===== config.mk =====
export PLATFORM = sky130hd
export DESIGN_NAME = i2c_master_bit_engine
export DESIGN_NICKNAME = d
export VERILOG_FILES = /design/src/i2cm_pkg.sv /design/src/i2cm_cfg.sv /design/src/i2cm_step.sv /design/src/i2c_master_bit_engine.sv
export SDC_FILE = /design/constraint.sdc
export NUM_CORES = 1
export LEC_CHECK = 0
export BUFFER_PORTS_ARGS = -buffer_cell sky130_fd_sc_hd__buf_2
export CAP_MARGIN = 30
export CORE_UTILIZATION = 60
export CTS_CLUSTER_SIZE = 40
export DETAILED_ROUTE_END_ITERATION = 6
export PLACE_DENSITY = 0.85
export RECOVER_POWER = 50
export SLEW_MARGIN = 20
export SYNTH_ARGS = -nofsm -noshare
export SYNTH_HDL_FRONTEND = slang
export SYNTH_SLANG_ARGS = --single-unit
export TNS_END_PERCENT = 50

===== constraint.sdc =====
create_clock -name i_clk -period 4.95 [get_ports i_clk]
set_input_delay 0.99 -clock i_clk [delete_from_list [all_inputs] [get_ports i_clk]]
set_output_delay 0.99 -clock i_clk [all_outputs]
set_load 0.01 [all_outputs]

===== src/i2cm_pkg.sv =====
// Package with the types and constants shared by the I2C master bit engine.
`default_nettype none

package i2cm_pkg;

    // Command codes carried in the kind field of an input item.
    typedef enum logic [2:0] {
        CMD_START     = 3'd0,
        CMD_STOP      = 3'd1,
        CMD_SEND      = 3'd2,
        CMD_RECV      = 3'd3,
        CMD_ACK       = 3'd4,
        CMD_NACK      = 3'd5,
        CMD_WAIT_ACK  = 3'd6,
        CMD_WAIT_NACK = 3'd7
    } t_cmd;

    // Configuration register indexes.
    localparam logic REG_PHASE_TICKS = 1'b0;
    localparam logic REG_ACK_RETRIES = 1'b1;

    localparam logic [15:0] PHASE_TICKS_RST = 16'd20;
    localparam logic [7:0]  ACK_RETRIES_RST = 8'd5;

    // One input item: one timing tick.
    typedef struct packed {
        logic       cmd_valid;
        logic [2:0] kind;
        logic [7:0] tx_byte;
        logic       sda_in;
    } t_in_item;

    // One result item: line levels and status after the tick.
    typedef struct packed {
        logic       scl_out;
        logic       sda_out;
        logic       sda_drive;
        logic       busy_res;
        logic       done_res;
        logic [7:0] rx_byte;
        logic       ack_error;
    } t_out_item;

    typedef struct packed {
        logic [15:0] phase_ticks;
        logic [7:0]  ack_retries;
    } t_cfg;

    // Engine state carried from one tick to the next.
    typedef struct packed {
        t_cmd        active_command;
        logic        running;
        logic [3:0]  phase_step;
        logic [15:0] hold_count;
        logic [3:0]  bit_count;
        logic [7:0]  shift_reg;
        logic [7:0]  retry_count;
        logic        scl_level;
        logic        sda_level;
        logic        error_flag;
        logic        sda_released;
    } t_eng_state;

    localparam t_eng_state ENG_STATE_RST = '{
        active_command: CMD_START,
        running:        1'b0,
        phase_step:     4'd0,
        hold_count:     16'd0,
        bit_count:      4'd0,
        shift_reg:      8'd0,
        retry_count:    8'd0,
        scl_level:      1'b1,
        sda_level:      1'b1,
        error_flag:     1'b0,
        sda_released:   1'b0
    };

endpackage

`default_nettype wire


===== src/i2cm_cfg.sv =====
// APB configuration registers of the I2C master bit engine.
`default_nettype none

module i2cm_cfg (
    input  wire logic           i_clk,
    input  wire logic           i_rst_n,
    input  wire logic           psel,
    input  wire logic           penable,
    input  wire logic           pwrite,
    input  wire logic [2:0]     paddr,
    input  wire logic [31:0]    pwdata,
    output logic      [31:0]    prdata,
    output logic                pready,
    output i2cm_pkg::t_cfg      o_cfg
);

    i2cm_pkg::t_cfg r_cfg;
    i2cm_pkg::t_cfg n_cfg;
    logic           w_wr;
    logic           w_idx;

    assign pready = 1'b1;
    assign w_wr   = psel && penable && pwrite;
    assign w_idx  = paddr[2];

    always_comb begin
        n_cfg = r_cfg;
        if (w_wr) begin
            case (w_idx)
                i2cm_pkg::REG_PHASE_TICKS: n_cfg.phase_ticks = pwdata[15:0];
                i2cm_pkg::REG_ACK_RETRIES: n_cfg.ack_retries = pwdata[7:0];
                default: n_cfg = r_cfg;
            endcase
        end
    end

    always_ff @(posedge i_clk) begin
        if (!i_rst_n) begin
            r_cfg.phase_ticks <= i2cm_pkg::PHASE_TICKS_RST;
            r_cfg.ack_retries <= i2cm_pkg::ACK_RETRIES_RST;
        end else begin
            r_cfg <= n_cfg;
        end
    end

    always_comb begin
        case (w_idx)
            i2cm_pkg::REG_PHASE_TICKS: prdata = {16'd0, r_cfg.phase_ticks};
            i2cm_pkg::REG_ACK_RETRIES: prdata = {24'd0, r_cfg.ack_retries};
            default:                   prdata = 32'd0;
        endcase
    end

    assign o_cfg = r_cfg;

endmodule

`default_nettype wire


===== src/i2cm_step.sv =====
// Next-state and result logic for one tick of the I2C master bit engine.
`default_nettype none

module i2cm_step (
    input  wire i2cm_pkg::t_eng_state i_state,
    input  wire i2cm_pkg::t_in_item   i_item,
    input  wire i2cm_pkg::t_cfg       i_cfg,
    output i2cm_pkg::t_eng_state      o_state,
    output i2cm_pkg::t_out_item       o_result
);

    i2cm_pkg::t_eng_state base;
    i2cm_pkg::t_eng_state nxt;
    logic                 fin;
    logic                 want;
    logic                 do_check;
    logic [15:0]          hold_reload;
    logic [7:0]           retry_init;

    assign hold_reload = (i_cfg.phase_ticks == 16'd0) ? 16'd0 : i_cfg.phase_ticks - 16'd1;
    assign retry_init  = (i_cfg.ack_retries == 8'd0) ? 8'd1 : i_cfg.ack_retries;

    always_comb begin
        base     = i_state;
        nxt      = i_state;
        fin      = 1'b0;
        want     = 1'b0;
        do_check = 1'b0;

        // An idle engine loads a new command; its first step runs on this tick.
        if (!i_state.running) begin
            base.active_command = i2cm_pkg::t_cmd'(i_item.kind);
            base.running        = 1'b1;
            base.phase_step     = 4'd0;
            base.bit_count      = 4'd0;
            base.error_flag     = 1'b0;
            base.shift_reg      = (i2cm_pkg::t_cmd'(i_item.kind) == i2cm_pkg::CMD_SEND) ?
                                  i_item.tx_byte : 8'd0;
        end

        if (i_state.running && (i_state.hold_count != 16'd0)) begin
            nxt.hold_count = i_state.hold_count - 16'd1;
        end else if (i_state.running || i_item.cmd_valid) begin
            nxt = base;
            case (base.active_command)
                i2cm_pkg::CMD_START, i2cm_pkg::CMD_STOP: begin
                    if (base.phase_step >= 4'd4) begin
                        fin = 1'b1;
                    end else begin
                        if (base.active_command == i2cm_pkg::CMD_START) begin
                            case (base.phase_step)
                                4'd0:    nxt.sda_level = 1'b1;
                                4'd1:    nxt.scl_level = 1'b1;
                                4'd2:    nxt.sda_level = 1'b0;
                                default: nxt.scl_level = 1'b0;
                            endcase
                        end else begin
                            case (base.phase_step)
                                4'd0:    nxt.scl_level = 1'b0;
                                4'd1:    nxt.sda_level = 1'b0;
                                4'd2:    nxt.scl_level = 1'b1;
                                default: nxt.sda_level = 1'b1;
                            endcase
                        end
                        nxt.sda_released = 1'b0;
                        nxt.phase_step   = base.phase_step + 4'd1;
                    end
                end
                i2cm_pkg::CMD_SEND: begin
                    case (base.phase_step)
                        4'd0: begin
                            nxt.scl_level  = 1'b0;
                            nxt.phase_step = 4'd1;
                        end
                        4'd1: begin
                            nxt.sda_level  = base.shift_reg[7];
                            nxt.phase_step = 4'd2;
                        end
                        4'd2: begin
                            nxt.shift_reg  = {base.shift_reg[6:0], 1'b0};
                            nxt.phase_step = 4'd3;
                        end
                        4'd3: begin
                            nxt.scl_level  = 1'b1;
                            nxt.bit_count  = base.bit_count + 4'd1;
                            nxt.phase_step = (nxt.bit_count < 4'd8) ? 4'd0 : 4'd4;
                        end
                        4'd4: begin
                            nxt.scl_level  = 1'b0;
                            nxt.phase_step = 4'd5;
                        end
                        default: fin = 1'b1;
                    endcase
                end
                i2cm_pkg::CMD_RECV: begin
                    case (base.phase_step)
                        4'd0: begin
                            nxt.sda_released = 1'b1;
                            nxt.scl_level    = 1'b0;
                            nxt.phase_step   = 4'd1;
                        end
                        4'd1: nxt.phase_step = 4'd2;
                        4'd2: begin
                            nxt.scl_level  = 1'b1;
                            nxt.phase_step = 4'd3;
                        end
                        4'd3: begin
                            nxt.shift_reg  = {base.shift_reg[6:0], i_item.sda_in};
                            nxt.bit_count  = base.bit_count + 4'd1;
                            nxt.scl_level  = 1'b0;
                            nxt.phase_step = (nxt.bit_count < 4'd8) ? 4'd1 : 4'd4;
                        end
                        default: begin
                            nxt.sda_released = 1'b0;
                            fin              = 1'b1;
                        end
                    endcase
                end
                i2cm_pkg::CMD_ACK, i2cm_pkg::CMD_NACK: begin
                    if (base.phase_step >= 4'd4) begin
                        fin = 1'b1;
                    end else begin
                        case (base.phase_step)
                            4'd0: begin
                                nxt.sda_level    = (base.active_command == i2cm_pkg::CMD_NACK);
                                nxt.sda_released = 1'b0;
                            end
                            4'd2:    nxt.scl_level = 1'b1;
                            4'd3:    nxt.scl_level = 1'b0;
                            default: nxt.scl_level = base.scl_level;
                        endcase
                        nxt.phase_step = base.phase_step + 4'd1;
                    end
                end
                default: begin
                    // Wait for acknowledge or for not-acknowledge.
                    want = (base.active_command == i2cm_pkg::CMD_WAIT_NACK);
                    if (base.phase_step >= 4'd5) begin
                        fin = 1'b1;
                    end else if (base.phase_step == 4'd0) begin
                        nxt.retry_count  = retry_init;
                        nxt.sda_released = 1'b1;
                        nxt.phase_step   = 4'd1;
                    end else if (base.phase_step == 4'd1) begin
                        nxt.scl_level  = 1'b1;
                        nxt.phase_step = 4'd2;
                    end else if ((base.phase_step == 4'd2) || (base.retry_count != 8'd0)) begin
                        do_check = 1'b1;
                    end else begin
                        // Timed out: flag the error and finish with a stop sequence.
                        nxt.error_flag     = 1'b1;
                        nxt.sda_released   = 1'b0;
                        nxt.active_command = i2cm_pkg::CMD_STOP;
                        nxt.scl_level      = 1'b0;
                        nxt.phase_step     = 4'd1;
                    end
                    if (do_check) begin
                        if (i_item.sda_in == want) begin
                            nxt.sda_released = 1'b0;
                            nxt.scl_level    = 1'b0;
                            nxt.phase_step   = 4'd5;
                        end else begin
                            nxt.retry_count = base.retry_count - 8'd1;
                            nxt.phase_step  = 4'd3;
                        end
                    end
                end
            endcase
            if (fin) begin
                nxt.running = 1'b0;
            end else begin
                nxt.hold_count = hold_reload;
            end
        end
    end

    assign o_state = nxt;

    always_comb begin
        o_result.scl_out   = nxt.scl_level;
        o_result.sda_out   = nxt.sda_released ? 1'b1 : nxt.sda_level;
        o_result.sda_drive = !nxt.sda_released;
        o_result.busy_res  = nxt.running;
        o_result.done_res  = fin;
        o_result.rx_byte   = (fin && (nxt.active_command == i2cm_pkg::CMD_RECV)) ?
                             nxt.shift_reg : 8'd0;
        o_result.ack_error = fin && nxt.error_flag;
    end

endmodule

`default_nettype wire


===== src/i2c_master_bit_engine.sv =====
// Top level of the I2C master bit engine: tick register, engine state and result register.
`default_nettype none

// I2C master line engine. Every input item is one timing tick that may carry
// a command (start, stop, send byte, receive byte, send ack or nack, wait for
// ack or nack) together with the sampled SDA level; every tick yields exactly
// one result item with the driven SCL and SDA levels, the SDA drive enable,
// and the busy, done, received-byte and ack-error status. Each line change is
// held for phase_ticks ticks (zero counts as one), and an acknowledge wait
// gives up after ack_retries holds (zero counts as one), runs a stop
// sequence and reports an error on its done tick. Commands offered while busy
// are ignored. The engine takes one tick per clock cycle when the result side
// does not stall: a tick is registered at the input, and the next-state logic
// then updates the engine state and fills the result register, from which the
// result is offered. A stall on the result side holds the result register
// and backs up into the input register, which then stalls the input side.
// The two configuration registers sit on an APB port at byte addresses 0
// (phase_ticks) and 4 (ack_retries) and should be written only while the
// engine is idle.

module i2c_master_bit_engine (
    input  wire logic                i_clk,
    input  wire logic                i_rst_n,
    input  wire logic                i_in_valid,
    output logic                     o_in_stall,
    input  wire i2cm_pkg::t_in_item  i_in_item,
    output logic                     o_out_valid,
    input  wire logic                i_out_stall,
    output i2cm_pkg::t_out_item      o_out_item,
    input  wire logic                psel,
    input  wire logic                penable,
    input  wire logic                pwrite,
    input  wire logic [2:0]          paddr,
    input  wire logic [31:0]         pwdata,
    output logic      [31:0]         prdata,
    output logic                     pready
);

    i2cm_pkg::t_cfg       w_cfg;
    i2cm_pkg::t_eng_state r_state;
    i2cm_pkg::t_eng_state w_state_nxt;
    i2cm_pkg::t_out_item  w_result;

    logic                 r_in_valid;
    logic                 n_in_valid;
    i2cm_pkg::t_in_item   r_in_item;
    logic                 r_out_valid;
    logic                 n_out_valid;
    i2cm_pkg::t_out_item  r_out_item;

    logic                 w_accept;
    logic                 w_fire;

    i2cm_cfg u_cfg (
        .i_clk   (i_clk),
        .i_rst_n (i_rst_n),
        .psel    (psel),
        .penable (penable),
        .pwrite  (pwrite),
        .paddr   (paddr),
        .pwdata  (pwdata),
        .prdata  (prdata),
        .pready  (pready),
        .o_cfg   (w_cfg)
    );

    i2cm_step u_step (
        .i_state  (r_state),
        .i_item   (r_in_item),
        .i_cfg    (w_cfg),
        .o_state  (w_state_nxt),
        .o_result (w_result)
    );

    // The registered tick is processed when the result register is free or
    // its current item leaves on this edge.
    assign w_fire     = r_in_valid && (!r_out_valid || !i_out_stall);
    assign o_in_stall = r_in_valid && !w_fire;
    assign w_accept   = i_in_valid && !o_in_stall;

    always_comb begin
        n_in_valid = r_in_valid;
        if (w_accept) begin
            n_in_valid = 1'b1;
        end else if (w_fire) begin
            n_in_valid = 1'b0;
        end

        n_out_valid = r_out_valid;
        if (w_fire) begin
            n_out_valid = 1'b1;
        end else if (!i_out_stall) begin
            n_out_valid = 1'b0;
        end
    end

    always_ff @(posedge i_clk) begin
        if (!i_rst_n) begin
            r_in_valid  <= 1'b0;
            r_out_valid <= 1'b0;
            r_state     <= i2cm_pkg::ENG_STATE_RST;
        end else begin
            r_in_valid  <= n_in_valid;
            r_out_valid <= n_out_valid;
            if (w_fire) begin
                r_state <= w_state_nxt;
            end
        end
    end

    always_ff @(posedge i_clk) begin
        if (w_accept) begin
            r_in_item <= i_in_item;
        end
        if (w_fire) begin
            r_out_item <= w_result;
        end
    end

    assign o_out_valid = r_out_valid;
    assign o_out_item  = r_out_item;

endmodule

`default_nettype wire

# [After elaboration in Yosys (flattened, before gate mapping)]
# Index checks and enable logic that the tools add are counted.
[op_classes] add_sub_neg=5 order_cmp=3 eq_ne=15 muxes=90 bitwise=3 n_reduce_logical=39
[ops] cell="8-bit 2-to-1 mux" count=8
[ops] cell="32-bit one-hot mux with 2 select lines" count=1
[ops] cell="16-bit 2-to-1 mux" count=3
[ops] cell="48-bit 2-to-1 mux" count=1
[ops] cell="1-bit 2-to-1 mux" count=35
[ops] cell="16-bit by 1-bit subtractor with 16-bit output, second input constant" count=2
[ops] cell="4-bit 2-to-1 mux" count=7
[ops] cell="12-bit 2-to-1 mux" count=2
[ops] cell="3-bit 2-to-1 mux" count=8
[ops] cell="12-bit one-hot mux with 2 select lines" count=1
[ops] cell="20-bit 2-to-1 mux" count=1
[ops] cell="4-bit one-hot mux with 5 select lines" count=1
[ops] cell="9-bit 2-to-1 mux" count=2
[ops] cell="16-bit zero test" count=1
[ops] cell="1-bit one-hot mux with 2 select lines" count=8
[ops] cell="4-bit one-hot mux with 4 select lines" count=1
[ops] cell="16-bit nonzero test" count=1
[ops] cell="3-bit by 2-bit equality test with 1-bit output, second input constant" count=4
[ops] cell="2-bit 2-to-1 mux" count=6
[ops] cell="4-bit one-hot mux with 3 select lines" count=1
[ops] cell="2-bit OR reduction" count=5
[ops] cell="3-bit equality test, second input constant" count=3
[ops] cell="4-bit by 1-bit adder with 4-bit output, second input constant" count=2
[ops] cell="4-bit by 2-bit equality test with 1-bit output, second input constant" count=2
[ops] cell="26 further kinds" count=49
[totals] regBits=101 input_bits=55 output_inout_bits=49 elab_cells=181

# [Depth between registers and ports, before layout]
[logic_depth] depth_word=16 mapped_depth=10 mapped_depth_nobuf=7

# [Cells and area by module]
# Synthesis repeated with hierarchy kept, for this count alone.
[unflattened] hier_cells=863 hier_area_um2=7064.3
[by_module_without_submodules] mod="i2cm_step" instances=1 cells_per_inst=485 area_each_um2=3011.6
[by_module_without_submodules] mod="i2c_master_bit_engine" instances=1 cells_per_inst=243 area_each_um2=2796.4
[by_module_without_submodules] mod="i2cm_cfg" instances=1 cells_per_inst=135 area_each_um2=1256.2

# [Worst setup path after synthesis]
# OpenSTA, ideal clock, no wires.
[synth_path] path_kind="in2reg" start="input i_out_stall" end="register r_state[11] in the netlist's numbering" setup_ns=0.134 arrival_time_ns=2.626 required_time_ns=4.816 setup_slack_ns=2.190 path_stages=9 path_buffers=2 cell_sequence="a21bo_2 -> clkbuf_1 -> inv_1 -> nand2_1 -> o32ai_4 -> buf_6 -> nand4_1 -> o21ai_0 -> nor3_1"
[synth_via] elab_chain_len=4
[synth_rtl] item="from (decl)" line_no="i2c_master_bit_engine.sv:28" rtl="input wire logic i_out_stall,"
[synth_rtl] item="1-bit zero test"
[synth_rtl] item="1-bit logical OR" line_no="i2c_master_bit_engine.sv:77" rtl="assign w_fire = r_in_valid && (!r_out_valid || !i_out_stall);"
[synth_rtl] item="1-bit logical AND" line_no="i2c_master_bit_engine.sv:77"
[synth_rtl] item="4-bit AND reduction (no source line)"
[synth_rtl] item="to (signal assigned)" line_no="i2c_master_bit_engine.sv:101" rtl="r_state <= i2cm_pkg::ENG_STATE_RST;"
[synth_rtl] item="to (signal assigned)" line_no="i2c_master_bit_engine.sv:106" rtl="r_state <= w_state_nxt;"
[synth_rtl] item="to (decl)" line_no="i2c_master_bit_engine.sv:40" rtl="i2cm_pkg::t_eng_state r_state;"
# Every way passes these cells.
# A chain may end at the register's enable or synchronous reset.

==> flow_metrics.env <==
export IMPL_status="finished, violations left"
export IMPL_violations="capacitance limit, slew limit"
export IMPL_antenna_left=0
export IMPL_synth_cell_type_count=75
export IMPL_synth_edff_count=27
export IMPL_core_sq_um=9680
export IMPL_grt_pass1_wl_mm=25.4
export IMPL_r2r_slack_ns=1.94
export IMPL_slew_headroom_pct=-14.3
export IMPL_crit_path_start="i_rst_n"
export IMPL_min_path_type="reg2reg"
export IMPL_p_seq_share_pct=54.9
export IMPL_synth_most_common_cell="nand2_1"
export IMPL_sw_frac_of_total_pct=30.1
export IMPL_insertion_delay_ns=0.38
export IMPL_place_worst_setup_slack_ns=1.45
export IMPL_grt_ovfl_total=0
export IMPL_hpwlAfterDp_mm=10.9
export IMPL_drt_iter0_drc=439
export IMPL_synth_common_cells="nand2_1, dfxtp_1, a21oi_1"
export IMPL_antenna_found_initial=0
export IMPL_rsz0062_at_grt="false"
export IMPL_tns_ns=0
export IMPL_grt_usage_pct=31.1
export IMPL_cts_tree="done"
export IMPL_setup_viol=0
export IMPL_multiInputGateArea_sq_um=3350
export IMPL_finalNetCount=837
export IMPL_synth_area_mux_share_pct=3.82
export IMPL_setup_slack_ns=1.56
export IMPL_rr_worst_depth=7
export IMPL_start_util_pct=61.5
export IMPL_gp_congestion=0.972
export IMPL_combPwrFrac_pct=17.2
export IMPL_synth_top_family_by_area="simple AND/OR/NAND/NOR gates"
export IMPL_synthArstFlopShare_pct=0
export IMPL_drt_pass1_iter_count=5
export IMPL_cts_hold_buf=0
export IMPL_port_buffers=68
export IMPL_fp_row_count=36
export IMPL_p_leak_nw=2.48
export IMPL_fp_dieW_um=102
export IMPL_cts_setup_buffers=0
export IMPL_syn_area_sq_um=5960
export IMPL_slew_viol_final=38
export IMPL_yosysSeqAreaShare_pct=38.5
export IMPL_numCtsBuffers=9
export IMPL_synth_fa_ha_area_share_pct=1.26
export IMPL_synth_ff_type="dfxtp_1"
export IMPL_regArea_sq_um=2290
export IMPL_via_count=5639
export IMPL_drt_wl_total_mm=15.4
export IMPL_min_period_ns=3.39
export IMPL_synth_top_area_share_pct=24.9
export IMPL_drcViolationCount=0
export IMPL_yosysTopAreaCell="dfxtp_1"
export IMPL_arrival_ns=3.56
export IMPL_htreeDepth=3
export IMPL_hold_depth=2
export IMPL_viasPerCell=6.17
export IMPL_crit_type="in2reg"
export IMPL_syn2layout_area_growth_pct=8.49
export IMPL_grt_pass1_vias=5241
export IMPL_whs_endpoint="r_state[18]$_SDFFE_PN0P_"
export IMPL_cts_resized_gates=0
export IMPL_max_cap_viol_count=1
export IMPL_end_kind="flip-flop"
export IMPL_fill_cells=840
export IMPL_fp_dieH_um=102
export IMPL_hold_viol=0
export IMPL_worstMarginPinSlew_ns=1.71
export IMPL_hold_start="r_state[18]$_SDFFE_PN0P_"
export IMPL_required_ns=5.11
export IMPL_yosys_area_share_xor_xnor_pct=3.53
export IMPL_cts_root_buf="clkbuf_8"
export IMPL_netlist_instances=727
export IMPL_crit_path_max_fanout=37
export IMPL_ys_seq_elements=101
export IMPL_dieArea_sq_um=10300
export IMPL_cp_start_kind="primary input"
export IMPL_p_per_area_nw_per_um2=257
export IMPL_synth_area_leaders="dfxtp_1, edfxtp_1, nand2_1"
export IMPL_irDropWorstVdd_uv=168
export IMPL_drive_gt1_share_pct=13.7
export IMPL_max_freq_mhz=295
export IMPL_clkTransAtPathRegs_ns=0.09
export IMPL_synth_compound_area_share_pct=22.5
export IMPL_p_switching_w=0.000500
export IMPL_r2r_start="r_state[44]$_SDFFE_PN0P_"
export IMPL_avgSynthCellArea_sq_um=8.19
export IMPL_cts_sinks=101
export IMPL_synthSimpleGateAreaFrac_pct=23.9
export IMPL_cts_buffer_depth=2
export IMPL_fin_crit_sh_pct=68.5
export IMPL_insertedDiodeCount=0
export IMPL_grt_max_degree=38
export IMPL_worstReg2RegEnd="r_state[17]$_SDFFE_PN0P_"
export IMPL_yosys_warnings=0
export IMPL_top_level_ports=104
export IMPL_clock_skew_ns=0.0104
export IMPL_routedWlPerCell_um=16.9
export IMPL_total_power_w=0.00166
export IMPL_p_int_w=0.00116
export IMPL_clkPwrFrac_pct=27.9
export IMPL_holdWs_ns=0.470
-- kinds of logic (layout without fill, tap and decap cells) --
logic type,Yosys count,count (layout)
muxes,21,21
and+or+nand+nor,289,289
DFF,101,101
adders and majority gates,6,6
AOI/OAI and AO/OA,204,204
buffers and inverters,80,119
xor gates and xnor gates,24,24
other,2,17
-- power groups by stage --
stage / Sequential (W) / Combinational (W) / Clock [W]
global route: 0.000917 / 0.000315 / 0.000501
finish: 0.000913 / 0.000286 / 0.000464
floorplan: 0.000915 / 0.000219 / 0
CTS: 0.000911 / 0.000281 / 0.000467
global placement: 0.000931 / 0.000269 / 0
detailed placement: 0.000929 / 0.000279 / 0
-- metrics by stage --
stage               area, sq um  utilization (%)  std cells
floorplan                  6010                -        742
global placement           6310             65.1        895
detailed placement         6320             65.3        897
CTS                        6480             67.0        913
global route               6460             66.7        914
finish                     6460             66.7        914
-- state kept, by name, summed over array words and instances (netlist names) --
name / flops
r_in_valid: 1
o_out_item: 14
u_cfg.o_cfg: 24
o_out_valid: 1
r_state: 48
r_in_item: 13
-- cell usage in the layout (no fill, tap or decap), types with 14 or more instances in the layout --
cell type	n
edfxtp_1	27
a22oi_1	18
clkbuf_1	21
a21oi_1	62
nor3_1	23
buf_2	51
nor2_1	56
nand2_1	109
xor2_1	16
conb_1	17
nand3_1	17
mux2_2	14
o21ai_0	45
inv_1	19
dfxtp_1	74
nor2b_1	15
-- routing by layer --
layer	global-route usage [%]	vias up	part of all wire [%]
met3	5.31	38	7.6
met1	38.9	2625	41
li1	-	2697	-
met2	53.9	279	49
met4	10.9	0	2.4
met5	0	-	0
-- area by class of cell --
type / instances / share of cell area, %
clock buffer: 11 / 2.03
multi-input combinational: 561 / 51.8
sequential: 101 / 35.5
tap: 133 / 2.58
timing repair buffer: 82 / 6.51
clock inverter: 5 / 0.426
inverter: 21 / 1.22
-- worst max path at each step --
| stage | to | cells past startpoint |
|---|---|---|
| global route | r_state[3]$_SDFFE_PN1P_ | 5 |
| finish | r_state[3]$_SDFFE_PN1P_ | 5 |
| global placement | r_state[9]$_SDFFE_PN0P_ | 7 |
| detailed placement | r_state[9]$_SDFFE_PN0P_ | 7 |
| CTS | r_state[9]$_SDFFE_PN0P_ | 7 |
| floorplan | r_state[11]$_SDFFE_PN0P_ | 9 |
-- critical path, cell delays in order --
cell and delay (ns):
clkbuf_1 1.21, clkinv_1 0.26, clkbuf_1 0.64, nor3_1 0.37, a41oi_1 0.07
Note: power is estimated with default switching activity, not from simulation.
